==> config.mk <==
export PLATFORM = sky130hd
export DESIGN_NAME = spsr_phase
export DESIGN_NICKNAME = d
export VERILOG_FILES = /design/src/rtl/spsr_pkg.sv /design/src/rtl/spsr_phase.sv
export SDC_FILE = /design/constraint.sdc
export NUM_CORES = 1
export LEC_CHECK = 0
export BUFFER_PORTS_ARGS = -buffer_cell sky130_fd_sc_hd__buf_2
export CAP_MARGIN = 20
export CORE_ASPECT_RATIO = 0.75
export CORE_UTILIZATION = 50
export CTS_CLUSTER_DIAMETER = 150
export DETAILED_ROUTE_END_ITERATION = 10
export GPL_TIMING_DRIVEN = 0
export PLACE_DENSITY = 0.73
export SLEW_MARGIN = 20
export SYNTH_ARGS = -nofsm -noshare
export SYNTH_HDL_FRONTEND = slang
export SYNTH_SLANG_ARGS = --single-unit
==> constraint.sdc <==
create_clock -name clk -period 1.2 [get_ports clk]
set_input_delay 0.06 -clock clk [delete_from_list [all_inputs] [get_ports clk]]
set_output_delay 0.06 -clock clk [all_outputs]
set_load 0.05 [all_outputs]
==> src/rtl/spsr_pkg.sv <==
// spsr_pkg: shared types and constants for the spectral phase shift rotator
// turn-fraction angle format, cordic arctangent table and item tag
// no dependencies
`default_nettype none

package spsr_pkg;

	// angles are carried as 32-bit fractions of a full turn
	localparam int TURN_BITS    = 32;
	localparam int CORDIC_STEPS = 24;
	localparam int FRAC_BITS    = 30;

	typedef logic signed [TURN_BITS-1:0] turn_t;

	// inverse cordic gain and unity, both q2.30
	localparam turn_t INV_GAIN_Q30 = 32'sh26DD3B6A;
	localparam turn_t ONE_Q30      = 32'sh40000000;

	// atan(2^-i) in 2^32-per-turn units
	localparam turn_t ATAN_TURN [CORDIC_STEPS] = '{
		32'sh20000000, 32'sh12E4051D, 32'sh09FB385B, 32'sh051111D4,
		32'sh028B0D43, 32'sh0145D7E1, 32'sh00A2F61E, 32'sh00517C55,
		32'sh0028BE53, 32'sh00145F2E, 32'sh000A2F98, 32'sh000517CC,
		32'sh00028BE6, 32'sh000145F3, 32'sh0000A2F9, 32'sh0000517C,
		32'sh000028BE, 32'sh0000145F, 32'sh00000A2F, 32'sh00000517,
		32'sh0000028B, 32'sh00000145, 32'sh000000A2, 32'sh00000051
	};

	// quadrant of the angle and zero-residual bypass flag
	typedef struct packed {
		logic [1:0] quad;
		logic       zero;
	} tag_t;

endpackage

`default_nettype wire

==> src/rtl/spsr_phase.sv <==
// spsr_phase: angle multiply, direction and quadrant split, two stages
// depends on spsr_pkg
`default_nettype none

module spsr_phase
	import spsr_pkg::*;
#(
	parameter int DATA_BITS  = 24,
	parameter int MODE_BITS  = 10,
	parameter int ANGLE_BITS = 16
) (
	input  wire logic                         clk,
	input  wire logic                         arst_n,
	input  wire logic                         in_valid,
	input  wire logic signed [MODE_BITS-1:0]  mode_number,
	input  wire logic signed [DATA_BITS-1:0]  coef_real,
	input  wire logic signed [DATA_BITS-1:0]  coef_imag,
	input  wire logic        [ANGLE_BITS-1:0] shift_angle,
	input  wire logic                         direction,
	output logic                              out_valid,
	output turn_t                             out_resid,
	output tag_t                              out_tag,
	output logic signed [DATA_BITS-1:0]       out_real,
	output logic signed [DATA_BITS-1:0]       out_imag
);

	logic signed [MODE_BITS+ANGLE_BITS:0] prod;
	logic        [ANGLE_BITS-1:0]         angle;
	logic        [ANGLE_BITS-1:0]         phase;
	logic        [TURN_BITS-1:0]          turn;

	logic                          valid_s1, valid_s2;
	logic        [ANGLE_BITS-1:0]  phase_s1;
	logic signed [DATA_BITS-1:0]   re_s1, im_s1, re_s2, im_s2;
	turn_t                         resid_s2;
	tag_t                          tag_s2;

	// product modulo one turn, negated for the minus direction
	always_comb begin
		prod  = mode_number * $signed({1'b0, shift_angle});
		angle = prod[ANGLE_BITS-1:0];
		phase = direction ? (~angle + 1'b1) : angle;
	end

	// residual is the low 30 bits read as signed, quadrant rounds up with it
	assign turn = {phase_s1, {(TURN_BITS-ANGLE_BITS){1'b0}}};

	always_ff @(posedge clk or negedge arst_n) begin
		if (!arst_n) begin
			valid_s1 <= 1'b0;
			valid_s2 <= 1'b0;
		end else begin
			valid_s1 <= in_valid;
			valid_s2 <= valid_s1;
		end
	end

	always_ff @(posedge clk) begin
		phase_s1 <= phase;
		re_s1    <= coef_real;
		im_s1    <= coef_imag;

		resid_s2    <= {{(TURN_BITS-FRAC_BITS){turn[FRAC_BITS-1]}}, turn[FRAC_BITS-1:0]};
		tag_s2.quad <= turn[TURN_BITS-1:FRAC_BITS] + {1'b0, turn[FRAC_BITS-1]};
		tag_s2.zero <= (turn[FRAC_BITS-1:0] == '0);
		re_s2       <= re_s1;
		im_s2       <= im_s1;
	end

	assign out_valid = valid_s2;
	assign out_resid = resid_s2;
	assign out_tag   = tag_s2;
	assign out_real  = re_s2;
	assign out_imag  = im_s2;

endmodule

`default_nettype wire

Word-level counts from Yosys, hierarchy flattened
Cells that the tools add are included.
Storage, ports and cells
  register bits after elaboration: 131
  input port bits: 78
  output and inout bits: 84
  word-level logic and storage cells: 16
Cells by class
  add/sub/neg operators: 2
  multipliers: 1
  muxes and demuxes: 1
  bitwise logic cells: 1
  reduce and logical (&&, ||, !) cells: 1
Operators with widths (number)
  zero test 30 bit: 1
  multiplier 10 x 17 -> 16 bit: 1
  adder 16 x 1 -> 16 bit, second input constant: 1
  two-way mux 16 bit: 1
  NOT 16 bit: 1
  adder 2 x 1 -> 2 bit: 1

Depth between registers and ports, before layout
Gate-level depths: netlist of run 1.
  depth in word-level cells: 4
  gate-level depth with buffers: 20
  mapped depth without buffers: 19

Worst setup path before layout of run 1
Ideal clock, no wire load.
  kind: input -> register
  start: in mode_number[1]
  end: reg phase_s1[15]
  setup time: 130 ps
  data arrival time: 5362 ps
  required time: 1070 ps
  path slack: -4291 ps
  stages: 20
  buffers on the path: 1
  cell sequence: clkbuf_1 > nand2_1 > fa_1 > inv_1 > fa_1 > inv_1 > fa_1 > inv_1 > fa_1 > inv_1 > fa_1 > inv_1 > ha_1 > nor3b_1 > a311o_1 > a311o_1 > nor3_1 > nand4b_1 > o41ai_1 > xnor3_1
Between the ends
  word-level cells in the longest chain between the ends: 4
Ends and longest elaborated chain
  start, declared: line spsr_phase.sv:15  | input wire logic signed [MODE_BITS-1:0] mode_number,
  multiplier 10 x 17 -> 16 bit *: line spsr_phase.sv:40  | prod = mode_number * $signed({1'b0, shift_angle});
  NOT 16 bit: line spsr_phase.sv:42  | phase = direction ? (~angle + 1'b1) : angle;
  adder 16 x 1 -> 16 bit: line spsr_phase.sv:42
  two-way mux 16 bit *: line spsr_phase.sv:42
  via phase[15]: line spsr_phase.sv:29  | logic [ANGLE_BITS-1:0] phase;
  end signal, assigned: line spsr_phase.sv:59  | phase_s1 <= phase;
  end, declared: line spsr_phase.sv:33  | logic [ANGLE_BITS-1:0] phase_s1;
Mark *: on every way through the listed nets, which the timed path passes. The rest lies on a longest branch.

Final worst setup path of run 1
  start: in mode_number[1]
  end: reg phase_s1[14]
Same word-level chain as after synthesis.

==> flow_summary.ini, run 1 <==
[run_status]
status = finished, violations left
violations = design-rule violations, negative setup slack

[timing]
setup_viol = 15
setup_slack_ns = -3.70
worst_slew_pin_slew_ns = 0.800
max-slew-margin-rel_pct = 46.7
final.period_utilization_pct = 408
timing.hold.ws_ns = 0.0575
period_minus_slack_ns = 4.90
fin_tns_setup_ns = -36.29
hold_viol = 0
clock_skew_ns = 0.00470
fmax_mhz = 204
rsz0062_at_grt = true
drv_slew = 0

[clock_tree]
worstSkewPairLatency_ns = 0.40
clockRootBuffer = clkbuf_16
clkTransAtPathRegs_ns = 0.05
cts_tree = yes
clock_path_buffers = 2
cts_buffers = 17
cts.sinks = 131
h-tree-depth = 4

[setup_path]
end_kind = flop
path_buf_inv = 7
crit_top_cell = fa_1
critPathTopFamily = adder cells
slowest_stage = or4b_4
required_ns = 1.48
critPathMaxStageDelay_ns = 0.58
critPathMaxFanout = 5
crit_type = in2reg
worstPathCellList = buf_12, clkbuf_16, buf_6, nand2_1, fa_1, fa_1, inv_1, ha_1, fa_1, inv_2, fa_1, inv_2, ha_4, o21ai_4, o211ai_1, buf_4, nand2_2, xnor2_2, or4b_4, o41ai_4, xnor2_1
startpoint_type = input pin
arrival_ns = 5.17

[floorplanning]
start_util_pct = 51.2
num_rows = 36
pin_count = 162
coreArea_mm2 = 0.0130
die_area_mm2 = 0.0138
die_w_um = 135
die_y_um = 102

[place]
hpwl_um = 11000
numPortBuffers = 137
place_congestion = 0.845

[synth]
synth_seq_cells = 131
syn_area_per_cell_um2 = 10.6
ys_async_sr_fraction_pct = 1.53
netlist.area_leader.share_pct = 38.9
netlist_top_cells_count = dfxtp_1 (129), inv_1 (101), nand2_1 (72)
ys_seq_area_share_pct = 39.6
yosysWarnings = 0
synthesis.area_mm2 = 0.00664
yosysTopAreaCell = dfxtp_1
synthCells = 625
synth_cell_type_count = 47
synth_top_flop_cell = dfxtp_1
synth-edff-count = 0
synthTopCellsByArea = dfxtp_1 (39%), fa_1 (21%), ha_1 (8.1%), inv_1 (5.7%), and2_1 (4.5%)
yosysMostFrequentCell = dfxtp_1

[global_routing]
antenna_found_initial = 0
first_global_vias = 5621
track_usage_pct = 26.7
grt-ovfl-total = 0
grt_max_degree = 17
grt_pass1_wl_um = 27600

[detailed_routing]
wl_per_cell_um = 16.8
post_drt_via_cell_ratio = 4.90
ant_nets = 0
dr.pass1.iters = 7
vias = 5240
drc = 1
drt-total-wl_um = 18000
first_iter_violations = 233

[power_and_ir_drop]
power.density_mw_per_mm2 = 2810
vdd_drop_max_mv = 1.94
power_mw = 27.9
leakagePower_nw = 4.71

[finish]
final_nets = 1078
area_delta_synth_final_pct = 49.2
drive_above_1_share_pct = 37.6
diodes = 0
final_core_util_pct = 76.4

[run]
max_cap_violations = 0

[min_path]
hold_class = in2reg
==> cells by family (layout without fill, tap and decap cells) <==
group | after synthesis | after routing | share of synthesized area, %
adders and majority gates | 114 | 114 | 29.5
xor gates and xnor gates | 38 | 38 | 5.22
and+or+nand+nor | 172 | 172 | 13.3
AOI/OAI and AO/OA | 34 | 34 | 3.69
buffers and inverters | 135 | 394 | 8.65
other | 1 | 16 | 0.0565
DFF | 131 | 131 | 39.6
==> metrics by stage <==
step | instances | worst slack, ns | area (um^2)
after floorplan | 640 | -3.65 | 7220
after global placement | 948 | -4.19 | 8120
after detailed placement | 948 | -4.27 | 8120
after CTS | 1062 | -3.48 | 9710
after global routing | 1070 | -3.84 | 9910
final | 1070 | -3.70 | 9910
==> state kept, by name, summed over array words and instances, names as in the netlist <==
signal	cells
im_s1	24
phase_s1	16
out_real	24
valid_s1	1
out_valid	1
re_s1	24
out_resid	14
out_tag	3
out_imag	24
==> layout make-up <==
cell class / count / area, um^2
multi-input cells: 374 / 4110
clock buffers: 20 / 467
fillers: 819 / 3060
flip-flops and latches: 131 / 2630
plain buffers: 33 / 395
clock inverters: 12 / 106
well taps: 171 / 214
repair buffers: 228 / 1600
inverters: 101 / 382
==> cell usage in the layout (no fill, tap or decap), types with 20 or more instances in the layout <==
master         instances
dfxtp_1              129
buf_2                129
inv_1                 90
fa_1                  70
nand2_1               54
dlygate4sd3_1         52
buf_4                 51
and2_1                40
clkbuf_16             24
xnor2_1               22
ha_4                  22
ha_1                  20
==> repair_timing <==
item	CTS	global route
hold buffers	52	0
pin swaps	45	25
buffers inserted	33	11
gates resized for setup	65	28
endpoints found under the setup margin	17	16
endpoints found under the hold margin	52	0
==> metal layers <==
metal / global-route usage (%) / up-vias / wire length (um)
met5: 0 / - / 0
met4: 10.4 / 0 / 412
met3: 5.61 / 42 / 1160
met2: 47.7 / 188 / 9560
met1: 31.8 / 2602 / 6890
li1: - / 2408 / -
==> power breakdown <==
group          internal (mW)  switching (mW)
sequential              5.13           0.275
combinational           8.02            9.58
clock                   3.01            1.85
==> worst min-delay path, stage by stage <==
cell and delay (ns):
buf_2 0.16, o41ai_2 0.08, xnor3_1 0.12
==> final timing paths <==
path | from | end | slack (ns) | cells after the start
min in group asynchronous | arst_n | out_valid | 0.51 | 3
max in group asynchronous | arst_n | valid_s1 | 0.57 | 3
max | mode_number[1] | phase_s1[14] | -3.70 | 21
max reg2reg | phase_s1[1] | out_tag[0] | 0.05 | 2
min | direction | phase_s1[15] | 0.06 | 3
min reg2reg | re_s1[21] | out_real[21] | 0.32 | 0
(Power assumes the default switching activity.)
==> inputs of run 2 (changes only) <==
- CELL_PAD_IN_SITES_DETAIL_PLACEMENT: unset -> 1
- CELL_PAD_IN_SITES_GLOBAL_PLACEMENT: unset -> 1
- CORE_UTILIZATION: 50 -> 41
- PLACE_DENSITY: 0.73 -> 0.77
==> run 2 against run 1 <==
  * Critical path depth stayed put
  * Largest cell class unchanged
  * Clock skew up 0.0077 ns
  * The flow finishes with violations (negative setup slack)
  * Worst setup slack worse by 0.22 ns
  * Count of clock-buffer cells in the layout is 1 lower
  * Largest power group unchanged
  * Critical path type unchanged
==> flow_summary.ini, run 2 (synthesis gave the netlist of run 1 again) <==
[clock_tree]
clockRootBuffer = clkbuf_16
cts_tree = yes
h-tree-depth = 4
clkTransAtPathRegs_ns = 0.06
clock_path_buffers = 2
cts.sinks = 131
cts_buffers = 17
worstSkewPairLatency_ns = 0.44

[power_and_ir_drop]
power.switching_mw = 14.5
p_int_mw = 17.1
power_frac_clock_pct = 17.5
leakagePower_nw = 4.92
switching_share_pct = 45.8
seqPwrFrac_pct = 17.7
combPwrFrac_pct = 64.8
power.density_mw_per_mm2 = 3050
vdd_drop_max_mv = 2.04

[floorplanning]
coreArea_mm2 = 0.0155
die_y_um = 112
pin_count = 162
start_util_pct = 42.8
die_w_um = 149
num_rows = 39
die_area_mm2 = 0.0167

[timing]
fmax_mhz = 195
period_minus_slack_ns = 5.12
worst_slew_pin_slew_ns = 1.06
drv_slew = 0
final.period_utilization_pct = 427
setup_slack_ns = -3.92
clock_skew_ns = 0.0124
setup_viol = 22
timing.hold.ws_ns = 0.0905
rsz0062_at_grt = true
hold_viol = 0
max-slew-margin-rel_pct = 29.3

[place]
numPortBuffers = 137
place_congestion = 0.764
placed_area_mm2 = 0.00816
hpwl_um = 13800

[finish]
final_area_mm2 = 0.0104
diodes = 0
final_cell_mix = buf_2 (131), dfxtp_1 (129), inv_1 (87)
register_area_mm2 = 0.00263
multi_input_area_mm2 = 0.00416
fillCellCount = 1618
drive_above_1_share_pct = 39.7
final_nets = 1105
area_delta_synth_final_pct = 55.9
layout.cells.most_common = buf_2

[detailed_routing]
dr.pass1.iters = 5
drc = 0
wl_per_cell_um = 26.5
first_iter_violations = 422
vias = 5897
ant_nets = 0
drt-total-wl_um = 30000
post_drt_via_cell_ratio = 5.21

[setup_path]
end_kind = flop
r2r_start = phase_s1[1]
critPathLaunch = mode_number[1]
startpoint_type = input pin
cp-endpoint = phase_s1[15]
arrival_ns = 5.42
r2r-end = out_tag[0]
critPathMaxFanout = 7
worstRegToRegCells = 2
crit_type = in2reg
required_ns = 1.50
rrSetupSlack_ns = -0.02

[global_routing]
grt_pass1_wl_um = 36100
track_usage_pct = 29.4
grt-ovfl-total = 0
first_global_vias = 6283
antenna_found_initial = 2
grt_max_degree = 17

[min_path]
hold_class = in2reg

[run_status]
status = finished, violations left
violations = negative setup slack

[run]
max_cap_violations = 0
## run 2: stage by stage
step	setup TNS, ns	cells	utilization [%]	power, mW	worst slack, ns
after floorplan	-35.76	640	-	16.0	-3.65
after global placement	-42.41	982	52.6	17.9	-4.23
after detailed placement	-43.98	982	52.6	18.4	-4.30
after CTS	-34.76	1094	62.8	27.0	-3.58
after global routing	-41.95	1131	66.7	32.5	-4.01
final	-41.27	1131	66.7	31.6	-3.92
## run 2: repair_timing
action	in CTS	in global routing
setup buffers	29	37
hold buffers	51	0
pin swaps	27	24
endpoints found under the setup margin	18	15
endpoints found under the hold margin	51	0
resized for setup	55	67
## run 2: how the worst min path moves through the flow
stage,from,end,slack [ns],depth (start not counted)
after floorplan,arst_n,out_valid,-0.24,0
after global placement,arst_n,valid_s1,-0.15,1
after detailed placement,arst_n,valid_s1,-0.15,1
after CTS,direction,phase_s1[12],0.009,3
after global routing,direction,phase_s1[12],0.07,3
final,direction,phase_s1[12],0.09,3
## run 2: layout make-up
type                            count  area share [%]
Clock buffer                       19            4.37
Clock inverter                     13            1.44
Inverter                          101            3.68
Multi-Input combinational cell    374            40.1
Tap cell                          205            2.48
Sequential cell                   131            25.4
Buffer                             34            4.20
Timing Repair Buffer              254            18.3
## run 2: power by group through the flow
stage / sequential (mW) / clock [mW] / combinational, mW
final: 5.58 / 5.54 / 20.5
after global routing: 5.60 / 5.79 / 21.2
after CTS: 5.44 / 5.33 / 16.2
after detailed placement: 5.48 / 0 / 12.9
after global placement: 5.43 / 0 / 12.5
after floorplan: 6.58 / 0 / 9.39
## run 2: per-layer routing
layer | track usage (%) | vias to the layer above | wire length (um)
met4 | 12.4 | 4 | 1990
met2 | 55.3 | 342 | 15700
li1 | - | 2470 | -
met1 | 32.0 | 2936 | 10300
met3 | 5.85 | 145 | 2000
met5 | 0 | - | 30
## run 2: critical path, stage by stage
cell and delay, ns:
buf_12 0.10, clkbuf_16 0.14, nand2_4 0.04, fa_1 0.55, inv_2 0.05, fa_1 0.48
inv_1 0.05, fa_1 0.49, inv_2 0.05, fa_1 0.51, inv_1 0.07, fa_1 0.50
inv_2 0.06, ha_4 0.27, nor3b_1 0.17, a311o_1 0.32, a311o_1 0.39, nor3_4 0.31
nand4b_1 0.22, o41ai_2 0.30, xnor3_1 0.28
